## config.mk

```make
export PLATFORM = sky130hd
export DESIGN_NAME = remote_motor_ramp_controller
export DESIGN_NICKNAME = d
export VERILOG_FILES = /design/src/sv/rmrc_pkg.sv /design/src/sv/rmrc_cfg_regs.sv /design/src/sv/rmrc_step.sv /design/src/sv/remote_motor_ramp_controller.sv
export VERILOG_INCLUDE_DIRS = /design/src /design/src/sv
export SDC_FILE = /design/constraint.sdc
export NUM_CORES = 1
export LEC_CHECK = 0
export BUFFER_PORTS_ARGS = -buffer_cell sky130_fd_sc_hd__buf_2
export CAP_MARGIN = 0
export CORE_MARGIN = 2
export CORE_UTILIZATION = 61
export DETAILED_ROUTE_END_ITERATION = 10
export GPL_TIMING_DRIVEN = 0
export HOLD_SLACK_MARGIN = 0.03
export PLACE_DENSITY = 0.81
export SLEW_MARGIN = 20
export SYNTH_ARGS = -nofsm -noshare
export SYNTH_HDL_FRONTEND = slang
export SYNTH_HIERARCHICAL = 1
export SYNTH_SLANG_ARGS = --single-unit
```

## constraint.sdc

```tcl
create_clock -name clk_i -period 7.6 [get_ports clk_i]
set_input_delay 1.52 -clock clk_i [delete_from_list [all_inputs] [get_ports clk_i]]
set_output_delay 1.52 -clock clk_i [all_outputs]
set_load 0.005 [all_outputs]
```

## src/sv/remote_motor_ramp_controller_assert.svh

```systemverilog
// Assertion macros for the remote motor ramp controller.
// Each macro expects clk_i and rst_ni to be visible where it is used.
`ifndef REMOTE_MOTOR_RAMP_CONTROLLER_ASSERT_SVH
`define REMOTE_MOTOR_RAMP_CONTROLLER_ASSERT_SVH

// Same-cycle implication, checked outside reset.
`define RMRC_ASSERT_IMP(label, ante, cons, msg) \
  label: assert property (@(posedge clk_i) disable iff (!rst_ni) (ante) |-> (cons)) \
    else $error(msg);

// Next-cycle implication, checked outside reset.
`define RMRC_ASSERT_NXT(label, ante, cons, msg) \
  label: assert property (@(posedge clk_i) disable iff (!rst_ni) (ante) |=> (cons)) \
    else $error(msg);

`endif

```

## src/sv/rmrc_pkg.sv

```systemverilog
// Shared types, register indexes, phase codes and duty helpers for the
// remote motor ramp controller. No dependencies.
`timescale 1ns / 1ps

package rmrc_pkg;

  // Width of the internal speed and duty registers.
  localparam int unsigned DUTY_BITS = 8;
  // Common width for comparing the duty against 8-bit register values.
  localparam int unsigned CMP_W = (DUTY_BITS > 8) ? DUTY_BITS : 8;

  localparam int unsigned TIMER_W = 10;
  localparam logic [TIMER_W-1:0] TIMER_MAX = '1;

  localparam int unsigned CFG_IDX_W = 3;
  localparam int unsigned CFG_DATA_W = 32;

  // Configuration register indexes.
  localparam logic [CFG_IDX_W-1:0] REG_OPEN_CODE    = 3'd0;
  localparam logic [CFG_IDX_W-1:0] REG_CLOSE_CODE   = 3'd1;
  localparam logic [CFG_IDX_W-1:0] REG_HOLD_MS      = 3'd2;
  localparam logic [CFG_IDX_W-1:0] REG_SETTLE_MS    = 3'd3;
  localparam logic [CFG_IDX_W-1:0] REG_RAMP_STEP_MS = 3'd4;
  localparam logic [CFG_IDX_W-1:0] REG_START_DUTY   = 3'd5;
  localparam logic [CFG_IDX_W-1:0] REG_MAX_DUTY     = 3'd6;

  // Sequencer phase codes.
  localparam logic [1:0] PH_IDLE      = 2'd0;
  localparam logic [1:0] PH_SETTLE    = 2'd1;
  localparam logic [1:0] PH_RAMP_UP   = 2'd2;
  localparam logic [1:0] PH_RAMP_DOWN = 2'd3;

  typedef struct packed {
    logic        code_valid;
    logic [31:0] rx_code;
    logic        close_limit_clear;
    logic        open_limit_clear;
  } in_t;

  typedef struct packed {
    logic       relay_close_on;
    logic       relay_open_on;
    logic [7:0] pwm_duty;
    logic       close_active;
    logic       open_active;
    logic [1:0] phase;
  } out_t;

  typedef struct packed {
    logic [31:0]        open_code;
    logic [31:0]        close_code;
    logic [TIMER_W-1:0] hold_ms;
    logic [TIMER_W-1:0] settle_ms;
    logic [7:0]         ramp_step_ms;
    logic [7:0]         start_duty;
    logic [7:0]         max_duty;
  } cfg_t;

  typedef struct packed {
    logic                 close_run;
    logic                 open_run;
    logic [TIMER_W-1:0]   hold_age;
    logic [1:0]           seq_phase;
    logic [TIMER_W-1:0]   phase_timer;
    logic [DUTY_BITS-1:0] speed;
    logic [DUTY_BITS-1:0] duty_out;
    logic                 relay_close;
    logic                 relay_open;
  } state_t;

  // Byte register value brought to the duty width (masked or extended).
  function automatic logic [DUTY_BITS-1:0] duty_from_byte(logic [7:0] v);
    logic [CMP_W-1:0] w;
    w = CMP_W'(v);
    return w[DUTY_BITS-1:0];
  endfunction

  function automatic logic [CMP_W-1:0] cmp_duty(logic [DUTY_BITS-1:0] v);
    return CMP_W'(v);
  endfunction

  function automatic logic [CMP_W-1:0] cmp_byte(logic [7:0] v);
    return CMP_W'(v);
  endfunction

endpackage

```

## src/sv/rmrc_cfg_regs.sv

```systemverilog
// Configuration register file of the remote motor ramp controller.
// Depends on rmrc_pkg for the register indexes and the cfg_t layout.
`timescale 1ns / 1ps

module rmrc_cfg_regs import rmrc_pkg::*; (
  input  logic                  clk_i,
  input  logic                  rst_ni,
  input  logic                  cfg_we_i,
  input  logic [CFG_IDX_W-1:0]  cfg_idx_i,
  input  logic [CFG_DATA_W-1:0] cfg_wdata_i,
  output cfg_t                  cfg_o
);

  cfg_t cfg_q, cfg_d;

  // Decode the write; an index past the list changes nothing.
  always_comb begin
    cfg_d = cfg_q;
    if (cfg_we_i) begin
      unique case (cfg_idx_i)
        REG_OPEN_CODE:    cfg_d.open_code    = cfg_wdata_i;
        REG_CLOSE_CODE:   cfg_d.close_code   = cfg_wdata_i;
        REG_HOLD_MS:      cfg_d.hold_ms      = cfg_wdata_i[TIMER_W-1:0];
        REG_SETTLE_MS:    cfg_d.settle_ms    = cfg_wdata_i[TIMER_W-1:0];
        REG_RAMP_STEP_MS: cfg_d.ramp_step_ms = cfg_wdata_i[7:0];
        REG_START_DUTY:   cfg_d.start_duty   = cfg_wdata_i[7:0];
        REG_MAX_DUTY:     cfg_d.max_duty     = cfg_wdata_i[7:0];
        default:          cfg_d = cfg_q;
      endcase
    end
  end

  always_ff @(posedge clk_i or negedge rst_ni) begin
    if (!rst_ni) begin
      cfg_q.open_code    <= 32'd6969512;
      cfg_q.close_code   <= 32'd6969508;
      cfg_q.hold_ms      <= TIMER_W'(300);
      cfg_q.settle_ms    <= TIMER_W'(100);
      cfg_q.ramp_step_ms <= 8'd5;
      cfg_q.start_duty   <= 8'd150;
      cfg_q.max_duty     <= 8'd255;
    end else begin
      cfg_q <= cfg_d;
    end
  end

  assign cfg_o = cfg_q;

endmodule

```

## src/sv/rmrc_step.sv

```systemverilog
// Next-state and result logic for one millisecond tick item.
// Depends on rmrc_pkg for the item, state and configuration types.
`timescale 1ns / 1ps

module rmrc_step import rmrc_pkg::*; (
  input  cfg_t   cfg_i,
  input  state_t state_i,
  input  in_t    item_i,
  output state_t state_o,
  output out_t   result_o
);

  logic               close_acc;
  logic               open_acc;
  logic               running;
  logic [TIMER_W-1:0] hold_age;
  logic [TIMER_W-1:0] timer;
  logic               close_run;
  logic               open_run;
  logic               ramp_due;
  logic [CMP_W-1:0]   speed_w;
  state_t             st;

  // Saturating tick counters, then the code check and the hold timeout.
  always_comb begin
    hold_age  = (state_i.hold_age < TIMER_MAX) ? state_i.hold_age + 1'b1 : TIMER_MAX;
    timer     = (state_i.phase_timer < TIMER_MAX) ? state_i.phase_timer + 1'b1 : TIMER_MAX;
    close_acc = item_i.code_valid && (item_i.rx_code == cfg_i.close_code)
                && item_i.close_limit_clear;
    open_acc  = item_i.code_valid && !close_acc && (item_i.rx_code == cfg_i.open_code)
                && item_i.open_limit_clear;
    if (close_acc || open_acc) begin
      hold_age = '0;
    end
    close_run = state_i.close_run || close_acc;
    open_run  = state_i.open_run || open_acc;
    if ((close_run || open_run) && (hold_age >= cfg_i.hold_ms)) begin
      close_run = 1'b0;
      open_run  = 1'b0;
    end
    running  = close_run || open_run;
    ramp_due = timer >= TIMER_W'(cfg_i.ramp_step_ms);
  end

  // Four-phase sequencer.
  always_comb begin
    st             = state_i;
    st.close_run   = close_run;
    st.open_run    = open_run;
    st.hold_age    = hold_age;
    st.phase_timer = timer;
    speed_w        = '0;
    unique case (state_i.seq_phase)
      PH_IDLE: begin
        if (running) begin
          // Open wins when both flags are set.
          if (close_run) begin
            st.relay_close = 1'b1;
            st.relay_open  = 1'b0;
          end
          if (open_run) begin
            st.relay_close = 1'b0;
            st.relay_open  = 1'b1;
          end
          st.phase_timer = '0;
          st.seq_phase   = PH_SETTLE;
        end
      end
      PH_SETTLE: begin
        if (timer >= cfg_i.settle_ms) begin
          st.seq_phase   = PH_RAMP_UP;
          st.speed       = duty_from_byte(cfg_i.start_duty);
          st.phase_timer = '0;
        end
      end
      PH_RAMP_UP: begin
        if (ramp_due) begin
          st.phase_timer = '0;
          if (running && (cmp_duty(state_i.speed) < cmp_byte(cfg_i.max_duty))
              && (state_i.speed != '1)) begin
            st.speed    = state_i.speed + 1'b1;
            st.duty_out = state_i.speed + 1'b1;
          end else begin
            st.seq_phase = PH_RAMP_DOWN;
          end
        end
      end
      PH_RAMP_DOWN: begin
        if (ramp_due) begin
          st.phase_timer = '0;
          if (!running && (state_i.speed != '0)) begin
            st.speed    = state_i.speed - 1'b1;
            st.duty_out = state_i.speed - 1'b1;
          end
          // Below the start duty the output stops and the sequencer idles.
          if (cmp_duty(st.speed) < cmp_byte(cfg_i.start_duty)) begin
            st.duty_out  = '0;
            st.seq_phase = PH_IDLE;
          end
        end
      end
      default: st = state_i;
    endcase
    speed_w = cmp_duty(st.duty_out);
  end

  assign state_o = st;

  assign result_o.relay_close_on = st.relay_close;
  assign result_o.relay_open_on  = st.relay_open;
  assign result_o.pwm_duty       = speed_w[7:0];
  assign result_o.close_active   = st.close_run;
  assign result_o.open_active    = st.open_run;
  assign result_o.phase          = st.seq_phase;

endmodule

```

## src/sv/remote_motor_ramp_controller.sv

```systemverilog
// Top level of the remote motor ramp controller: input register, tick logic,
// state and result register. Depends on rmrc_pkg, rmrc_cfg_regs, rmrc_step.
//
//   channel | direction | handshake              | payload
//   --------+-----------+------------------------+-------------
//   in      | input     | in_valid_i / in_stall_o   | in_item_i (in_t)
//   out     | output    | out_valid_o / out_stall_i | out_item_o (out_t)
//   cfg     | input     | cfg_we_i                  | cfg_idx_i, cfg_wdata_i
//
// One item per clock cycle sustained while the output is not stalled; an item goes
// from the input register through the combinational tick logic into the result
// register, from which its result leaves. Reset clears the run flags, timers,
// duty and relays and loads the register defaults. A stalled output holds its
// result while the input register still takes one more item.
`timescale 1ns / 1ps
`include "remote_motor_ramp_controller_assert.svh"

module remote_motor_ramp_controller import rmrc_pkg::*; (
  input  logic                  clk_i,
  input  logic                  rst_ni,
  input  logic                  in_valid_i,
  output logic                  in_stall_o,
  input  in_t                   in_item_i,
  output logic                  out_valid_o,
  input  logic                  out_stall_i,
  output out_t                  out_item_o,
  input  logic                  cfg_we_i,
  input  logic [CFG_IDX_W-1:0]  cfg_idx_i,
  input  logic [CFG_DATA_W-1:0] cfg_wdata_i
);

  cfg_t   cfg;
  state_t state_q, state_d;
  out_t   result_d;
  logic   s1_valid_q;
  in_t    s1_item_q;
  logic   out_valid_q;
  out_t   out_item_q;
  logic   s1_adv;
  logic   in_acc;

  rmrc_cfg_regs u_cfg_regs (
    .clk_i       (clk_i),
    .rst_ni      (rst_ni),
    .cfg_we_i    (cfg_we_i),
    .cfg_idx_i   (cfg_idx_i),
    .cfg_wdata_i (cfg_wdata_i),
    .cfg_o       (cfg)
  );

  rmrc_step u_step (
    .cfg_i    (cfg),
    .state_i  (state_q),
    .item_i   (s1_item_q),
    .state_o  (state_d),
    .result_o (result_d)
  );

  // The held item moves on whenever the result register is free or draining.
  assign s1_adv     = s1_valid_q && (!out_valid_q || !out_stall_i);
  assign in_stall_o = s1_valid_q && !s1_adv;
  assign in_acc     = in_valid_i && !in_stall_o;

  // Input register.
  always_ff @(posedge clk_i or negedge rst_ni) begin
    if (!rst_ni) begin
      s1_valid_q <= 1'b0;
    end else if (in_acc) begin
      s1_valid_q <= 1'b1;
    end else if (s1_adv) begin
      s1_valid_q <= 1'b0;
    end
  end

  always_ff @(posedge clk_i) begin
    if (in_acc) begin
      s1_item_q <= in_item_i;
    end
  end

  // Controller state advances once per processed item.
  always_ff @(posedge clk_i or negedge rst_ni) begin
    if (!rst_ni) begin
      state_q <= '0;
    end else if (s1_adv) begin
      state_q <= state_d;
    end
  end

  // Result register.
  always_ff @(posedge clk_i or negedge rst_ni) begin
    if (!rst_ni) begin
      out_valid_q <= 1'b0;
    end else if (s1_adv) begin
      out_valid_q <= 1'b1;
    end else if (!out_stall_i) begin
      out_valid_q <= 1'b0;
    end
  end

  always_ff @(posedge clk_i) begin
    if (s1_adv) begin
      out_item_q <= result_d;
    end
  end

  assign out_valid_o = out_valid_q;
  assign out_item_o  = out_item_q;

  // Checks on the pipeline and the sequencer.
  `RMRC_ASSERT_IMP(a_stall_needs_item, in_stall_o, s1_valid_q && out_valid_q && out_stall_i,
    "input stalled without a blocked item")
  `RMRC_ASSERT_NXT(a_state_holds, !s1_adv, $stable(state_q),
    "controller state changed without an item")
  `RMRC_ASSERT_IMP(a_relays_exclusive, 1'b1, !(state_q.relay_close && state_q.relay_open),
    "both direction relays latched")
  `RMRC_ASSERT_IMP(a_ramp_from_settle,
    (state_q.seq_phase == PH_RAMP_UP) && ($past(state_q.seq_phase) != PH_RAMP_UP),
    $past(state_q.seq_phase) == PH_SETTLE, "ramp up entered from a phase other than settle")

endmodule

```

======== Word-level counts from Yosys, hierarchy flattened ========
Cells that the tools add are included.
operators by class
  $add $sub $neg .......................... 4
  $mul .................................... 0
  div/mod/pow operators ................... 0
  order comparisons ....................... 7
  equal/unequal tests ..................... 17
  shift operators ......................... 0
  multiplexer cells ....................... 27
  bitwise gates (word level) .............. 0
  reduce and logical (&&, ||, !) cells .... 37
operators with widths
  cell                   count
  $eq 32x32->1           2
  $mux 16                4
  $mux 28                2
  $pmux 12 s4            1
  $mux 10                3
  $pmux 8 s3             1
  $add 10x1->10 const B  2
  $ge 10x10->1           2
  $lt 10x10->1 const B   2
  $mux 20                1
  $lt 8x8->1             2
  $pmux 8 s2             1
  $reduce_and 2->1       7
  $logic_and 1x1->1      12
  $mux 12                1
  $mux 2                 6
  $ge 10x8->1            1
  $ne 2x1->1 const B     5
  $eq 3x3->1 const B     3
  $add 8x1->8 const B    1
  $mux 8                 1
  $ne 8x8->1 const B     1
  $reduce_bool 8->1      1
  $sub 8x1->8 const B    1
  other kinds (12)       29
storage, ports and cells
  bits in registers ....................... 201
  latch bits .............................. 0
  RAM bits ................................ 0
  bits in read-only memories .............. 0
  bits of input ports ..................... 75
  output and inout port bits .............. 16
  logic and storage cells ................. 120
  memories ................................ 0

======== Longest topological paths before layout ========
Gate-level depths: netlist of the first run.
  depth after elaboration ................. 22
  mapped depth ............................ 27
  gate-level depth less buffers ........... 24

======== Cells and area by module ========
Netlist of the first run, hierarchy kept.
by module, submodules not included
  module                        instances  cells each  area each (um^2)  sequential area each (um^2)
  rmrc_step                     1          632         4,221.5           0.0
  rmrc_cfg_regs                 1          234         4,142.7           2,753.9
  remote_motor_ramp_controller  1          145         3,143.0           2,572.5

======== Worst setup path after synthesis of the first run ========
Ideal clock, no wire load.
  kind .................................... reg2reg
  start point ............................. reg u_cfg_regs.cfg_q, in the netlist u_cfg_regs/cfg_o[46]
  end point ............................... reg state_q[2] (netlist bit)
  setup time .............................. 0.125 ns
  data arrival time ....................... 5.925 ns
  data required time ...................... 7.475 ns
  setup slack ............................. 1.551 ns
  cell stages (with the launch flop) ...... 28
  path buffers ............................ 3
  clock period less this slack ............ 6.049 ns
  path through ............................ dfstp_2 -> xor2_1 -> nor4_1 -> nand4b_1 -> or4_4 -> nand2_1 -> clkbuf_1 -> a21oi_1 -> ha_1 -> o21a_1 -> o211ai_1 -> o21bai_1 -> a21oi_1 -> nand2_1 -> a21oi_1 -> xor2_1 -> ha_1 -> a21o_1 -> a21o_1 -> a21oi_1 -> o21ai_0 -> nor4_1 -> a31o_1 -> buf_6 -> nor4_1 -> or4_1 -> buf_4 -> mux2_2
RTL lines
  item                      line                                RTL
  start: declaration        rmrc_cfg_regs.sv:14                 cfg_t cfg_q, cfg_d;
  start signal: assignment  rmrc_cfg_regs.sv:43                 cfg_q <= cfg_d;
  end signal: assignment    remote_motor_ramp_controller.sv:86  state_q <= state_d;
  end: declaration          remote_motor_ramp_controller.sv:33  state_t state_q, state_d;

==> results of run 1 <==
final timing paths:
kind | slack [ps] | start | depth (start not counted) | endpoint
worst max-delay path | 290 | s1_item_q[27]$_DFFE_PP_ | 27 | state_q[2]$_DFFE_PN0P_
worst min-delay path | 490 | s1_valid_q$_DFFE_PN0P_ | 1 | out_valid_o$_DFFE_PN0P_
worst max register to register | 290 | s1_item_q[27]$_DFFE_PP_ | 27 | state_q[2]$_DFFE_PN0P_
worst min register to register | 490 | s1_valid_q$_DFFE_PN0P_ | 1 | out_valid_o$_DFFE_PN0P_
max in group asynchronous | 5840 | rst_ni | 2 | u_cfg_regs/cfg_o[42]$_DFFE_PN1P_
min in group asynchronous | 900 | rst_ni | 1 | state_q[21]$_DFFE_PN0P_
stage by stage:
step | cells | hold slack, ps | worst slack [ps]
CTS | 1378 | 484 | 144
finish | 1378 | 491 | 287
floorplan | 1011 | 451 | 1550
global route | 1378 | 520 | -76.8
global placement | 1334 | 456 | 211
detailed placement | 1336 | 471 | 202
what timing repair did:
action | in CTS | in global routing
hold endpoints to repair | 0 | 0
resized for setup | 0 | 4
endpoints found under the setup margin | 0 | 5
power breakdown:
group	internal [mW]	switching, mW	leakage [nW]
sequential	1.32	0.135	2.30
clock	0.632	0.445	0.350
combinational	0.398	0.470	3.04
layer usage:
| metal | wire (µm) | part of all wire | global-route usage |
|---|---|---|---|
| met1 | 11800 | 0.42 | 0.375 |
| met4 | 1520 | 0.054 | 0.135 |
| met3 | 1490 | 0.053 | 0.0425 |
| met5 | 0 | 0 | 0 |
| met2 | 13500 | 0.48 | 0.492 |
critical path: stages (launching register included):
cell and delay, ps:
edfxtp_1 420, xor2_1 210, nor4_1 410, nand3_1 150
or4_4 610, nand2_1 150, clkbuf_1 390, a21oi_1 130
ha_1 320, o21a_1 130, o211ai_1 100, o21bai_1 220
a21oi_2 420, nand2_1 300, a21oi_2 300, xor2_1 180
ha_1 260, a21o_1 150, a21o_1 170, a21oi_1 200
o21ai_0 160, nor4_1 360, a31o_1 270, buf_6 160
nor4_1 60, or4_1 580, buf_4 150, mux2_2 250
area by class of cell:
type | count | area share
well taps | 234 | 0.0224
clock buffers | 29 | 0.0458
inverters | 57 | 0.0164
clock inverters | 13 | 0.0105
flip-flops and latches | 201 | 0.408
plain buffers | 52 | 0.0268
multi-input cells | 701 | 0.432
repair buffers | 91 | 0.0385
registers in the layout, indices dropped and copies added (netlist names):
register and flops:
u_cfg_regs/cfg_o 108, state_q 42, s1_item_q 35, out_item_o 14, out_valid_o 1, s1_valid_q 1
logic make-up (layout without fill, tap and decap cells):
group,after synthesis,after routing,share of synthesized area
AO/OA/AOI/OAI,147,147,0.0926
flip-flops,201,201,0.463
buffers and inverters,109,242,0.0490
multiplexers,161,161,0.156
adder cells (fa/ha/maj),47,47,0.0511
AND/OR/NAND/NOR,258,258,0.121
XOR/XNOR,88,88,0.0670
cells in the mapped netlist, types with 3 or more instances:
| cell type | instances | share of area |
|---|---|---|
| a2111oi_0 | 6 | 0.0046 |
| a211oi_1 | 3 | 0.0020 |
| a21o_1 | 8 | 0.0052 |
| a21oi_1 | 37 | 0.016 |
| a311oi_1 | 3 | 0.0023 |
| a31oi_1 | 6 | 0.0033 |
| and2_1 | 9 | 0.0049 |
| and3_1 | 7 | 0.0038 |
| buf_2 | 6 | 0.0026 |
| buf_4 | 16 | 0.010 |
| buf_6 | 9 | 0.0088 |
| clkbuf_1 | 19 | 0.0062 |
| dfrtp_1 | 111 | 0.24 |
| dfstp_2 | 41 | 0.094 |
| edfxtp_1 | 49 | 0.13 |
| ha_1 | 47 | 0.051 |
| inv_1 | 56 | 0.018 |
| mux2_1 | 34 | 0.033 |
| mux2_2 | 117 | 0.11 |
| mux2i_1 | 10 | 0.0087 |
| nand2_1 | 46 | 0.015 |
| nand2b_1 | 8 | 0.0043 |
| nand3_1 | 26 | 0.011 |
| nand4_1 | 19 | 0.010 |
| nand4b_1 | 4 | 0.0030 |
| nor2_1 | 49 | 0.016 |
| nor2b_1 | 17 | 0.0092 |
| nor3_1 | 21 | 0.0091 |
| nor4_1 | 28 | 0.015 |
| nor4bb_1 | 3 | 0.0026 |
| o211ai_1 | 5 | 0.0033 |
| o21a_1 | 8 | 0.0052 |
| o21ai_0 | 11 | 0.0048 |
| o221a_2 | 3 | 0.0029 |
| o221ai_1 | 3 | 0.0023 |
| o22ai_1 | 6 | 0.0033 |
| o2bb2ai_1 | 3 | 0.0023 |
| o31ai_1 | 14 | 0.0091 |
| or4_1 | 3 | 0.0020 |
| xnor2_1 | 30 | 0.023 |
| xor2_1 | 58 | 0.044 |
==> qor.yml, run 1 <==
status: "finished, final reports clean"
worstPathRequired_ps: 8010
drc: 0
start_kind: "flop"
power_mw: 3.41
cts_hold_buf: 0
ff_latch_area_um2: 5330
synth_edf_count: 49
syn_inst: 1011
min_period_ps: 7310
grt_start_max_net_pins: 100
finalCritPeriodShare: 0.962
leakage_nw: 5.69
gr-total-overflow: 0
ant_nets: 0
grt_usage: 0.292
dr.pass1.iters: 5
design_area_um2: 13100
final_core_util: 0.703
antenna_found_initial: 0
relSlewSlack: 0.452
layout_common_cells: "117 x mux2_2, 111 x dfrtp_1, 94 x buf_2, 58 x xor2_1, 56 x inv_1"
cts_root_buf: "clkbuf_16"
nFillCells: 1338
grt_pass1_wl_um: 45700
dr.first_iter.drc_count: 447
yosysUniqueCellTypes: 81
cts_buffers: 23
setup_violations: 0
dieArea_um2: 20000
initial_utilization: 0.619
vias_per_cell: 6.10
ys.warnings.count: 6
dpl_cell_area_um2: 12300
die_x_um: 141
clkSinkCount: 201
wirelength_um: 28300
finalHoldViolCount: 0
port_buffers: 89
vdd_drop_max_v: 0.000217
postSynthAreaPerCell_um2: 11.4
fin_skew_ps: 11.6
synthesis.area_um2: 11500
area_growth_pct: 13.5
cp.arrival_ps: 7730
nets: 1249
setup_tns_ps: 0
multi_input_area_um2: 5640
end_kind: "flop"
grt_pass1_vias: 8638
ys.flop_type: "dfrtp_1"
critPathMaxFanout: 10
critical_path_class: "reg2reg"
postCtsSetupBuffers: 0
syn-num-nets: 1133
tightest_slew_ps: 814
vias: 8399
drive_above_1_share: 0.299
drv_cap: 0
antenna-diode-count: 0
power_density_nw_per_um2: 261
wl_per_cell_um: 20.6
async_reset_ff_frac: 0.756
core-area_um2: 18600
ys_seq_area_frac: 0.463
max_freq_ghz: 0.137
io_pins: 91
cts_tree: "built"
ys_ff_latch: 201
htree_levels: 1
die_h_um: 141
clk_pin_slew_ps: 60
clk_latency_ps: 530
clock_path_buffers: 3
maxSlewViolCount: 0
hpwl_um: 20500
gp_congestion: 0.956
final_common_cell: "mux2_2"
min_path_type: "reg2reg"
rows: 50
Note: power is estimated with default switching activity, not from simulation.
==> inputs of run 2 (changes only) <==
Settings changed: BUFFER_PORTS_ARGS -buffer_cell sky130_fd_sc_hd__buf_2 to default, CORE_UTILIZATION 61 to 30, DONT_BUFFER_PORTS from default to 1, PLACE_DENSITY 0.81 to default.
==> run 2 against run 1 <==
  * Non-clock buffer count down 91
  * Final cell count up 13%
  * Critical path depth down 1
  * Wire length up 8.0%
  * Core utilization down 36 points
  * Clock power about the same
  * Global-route usage down 14 points
  * Critical endpoint unchanged
==> qor.yml, run 2 (same netlist as run 1, synthesis figures left out) <==
finalHoldViolCount: 0  # unchanged
cts_root_buf: "clkbuf_16"
fin_skew_ps: 15.7  # +4.13 ps
r2r-end: "state_q[2]$_DFFE_PN0P_"
rsz0062_at_grt: "no"
swShare: 0.306  # -0.00293
internal_power_mw: 2.33  # -1.1%
core-area_um2: 37800  # +100%
hold_path_end: "out_valid_o$_DFFE_PN0P_"
hold_start: "s1_valid_q$_DFFE_PN0P_"
htree_levels: 1  # unchanged
io_pins: 91  # unchanged
port_buffers: 0  # -100%
antenna_found_initial: 2  # +2
die_x_um: 200  # +41%
cp.arrival_ps: 7510  # -220 ps
tightest_slew_ps: 924  # +110 ps
dieArea_um2: 39900  # +100%
min_path_type: "reg2reg"
whs_path_depth: 1  # unchanged
clk_latency_ps: 530  # about the same
clock_path_buffers: 3  # unchanged
grt_usage: 0.156  # -0.136
vdd_drop_max_v: 0.000209  # -3.5%
final_core_util: 0.343  # -0.360
relSlewSlack: 0.379  # -0.0729
nets: 1158  # -7.3%
die_h_um: 200  # +41%
switchingPower_mw: 1.03  # -2.4%
drive_above_1_share: 0.240  # -0.0587
power_frac_seq: 0.434  # +0.005
wirelength_um: 30600  # +8.0%
reg2reg_from: "s1_item_q[29]$_DFFE_PP_"
pwr-share-clk: 0.321  # +0.005
grt_start_max_net_pins: 153  # +53%
finalCritPeriodShare: 0.934  # -0.0280
dr.first_iter.drc_count: 433  # -3.1%
area_growth_pct: 12.4
layout_common_cells: "117 x mux2_2, 111 x dfrtp_1, 58 x xor2_1, 56 x inv_1"
critical_path_class: "reg2reg"
antenna-diode-count: 0  # unchanged
grt_pass1_wl_um: 47700  # +4.5%
final_common_cell: "mux2_2"
gp_congestion: 0.967  # +1.1%
nFillCells: 3724  # +180%
worstPathRequired_ps: 8010  # about the same
hpwl_um: 22900  # +12%
drv_cap: 0  # unchanged
clk_pin_slew_ps: 60  # about the same
start_kind: "flop"
ant_nets: 0  # unchanged
setup_tns_ps: 0  # unchanged
max_freq_ghz: 0.141  # +3.0%
combPwrFrac: 0.245  # -0.010
critPathMaxFanout: 12  # +2
reg2regPathDepth: 26  # -3.7%
clkSinkCount: 201  # unchanged
initial_utilization: 0.305  # -0.315
r2r_setup_slack_ps: 500  # +210 ps
rows: 71  # +42%
end_kind: "flop"
drc: 0  # unchanged
setup_violations: 0  # unchanged
gr-total-overflow: 0  # unchanged
largest_reg_flops: 108  # unchanged
min_period_ps: 7100  # -213 ps
vias: 7914  # -5.8%
power_density_nw_per_um2: 259  # -0.54%
wl_per_cell_um: 19.6  # -4.8%
leakage_nw: 5.32  # -6.4%
cts_tree: "built"
grt_pass1_vias: 7982  # -7.6%
cts_buffers: 23  # unchanged
dr.pass1.iters: 5  # unchanged
status: "finished, final reports clean"
vias_per_cell: 5.06  # -17%
maxSlewViolCount: 0  # unchanged
[run 2: cell types whose count changed in the layout (fill, tap and decap cells not counted), moves of 2 or more]
cell       previous run  this run
bufinv_16             2         0
clkinv_1              3         0
buf_2                94         6
clkbuf_8              2         6
a21oi_2               2         0
[run 2: power groups by stage]
stage | clock network, mW | logic [mW] | registers (mW)
finish | 1.08 | 0.820 | 1.46
global route | 1.16 | 0.917 | 1.48
CTS | 1.11 | 0.817 | 1.46
detailed placement | 0 | 0.812 | 1.48
global placement | 0 | 0.786 | 1.47
floorplan | 0 | 0.624 | 1.44
[run 2: worst max path at each step]
stage,end,start,depth (start not counted),slack (ps)
2_1_floorplan,state_q[2]$_DFFE_PN0P_,u_cfg_regs/cfg_o[46]$_DFFE_PN1P_,27,1550
6_report,state_q[2]$_DFFE_PN0P_,s1_item_q[29]$_DFFE_PP_,26,500
3_5_place_dp,state_q[2]$_DFFE_PN0P_,s1_item_q[4]$_DFFE_PP_,27,30
4_1_cts,state_q[2]$_DFFE_PN0P_,s1_item_q[4]$_DFFE_PP_,27,0.5
5_1_grt,state_q[2]$_DFFE_PN0P_,s1_item_q[29]$_DFFE_PP_,26,20
3_3_place_gp,state_q[2]$_DFFE_PN0P_,s1_item_q[4]$_DFFE_PP_,27,90
[run 2: layout make-up]
| cell class | count | area (µm²) | area share |
|---|---|---|---|
| clock inverters | 6 | 50.0 | 0.00387 |
| well taps | 511 | 639 | 0.0494 |
| flip-flops and latches | 201 | 5330 | 0.412 |
| repair buffers | 1 | 27.5 | 0.00213 |
| inverters | 57 | 214 | 0.0165 |
| clock buffers | 36 | 686 | 0.0530 |
| plain buffers | 51 | 347 | 0.0268 |
| multi-input cells | 701 | 5650 | 0.437 |
[run 2: layer usage]
metal | track usage | up-vias | routed length, µm
met1 | 0.202 | 3891 | 13700
met4 | 0.0428 | 4 | 829
met3 | 0.0376 | 60 | 1870
li1 | - | 3726 | -
met2 | 0.260 | 233 | 14200
met5 | 0 | - | 27
[run 2: timing repair]
item                       CTS  global route
setup endpoints to repair    0            16
hold buffers                 0             0
setup buffers                0             0
resized for setup            0             5
[run 2: metrics by stage]
stage                     worst slack, ps  area [µm²]  total power, mW  hold WS [ps]  cells
after floorplan                      1550       11500             2.06           451   1011
after global placement               88.0       12100             2.26           457   1522
after detailed placement             31.3       12200             2.29           469   1523
after CTS                           0.541       12900             3.39           484   1565
after global routing                 16.8       12900             3.56           501   1564
final                                 500       12900             3.35           483   1564
[run 2: critical path, cell delays in order (launching register included)]
cell and delay [ps]:
edfxtp_1 450, xor2_1 210, nor4_1 330, nand4_1 140, or4_4 590, nand2_1 370, a21oi_1 130, ha_1 320
o211ai_1 90, a21oi_1 200, o21bai_1 180, a21oi_4 340, nand2_1 270, a21oi_1 400, xor2_1 200, ha_1 260
a21o_1 160, a21o_1 170, a21oi_1 240, o21ai_0 130, nor4_1 250, a31o_1 300, buf_6 170, nor4_1 60
or4_1 580, buf_4 150, mux2_2 250
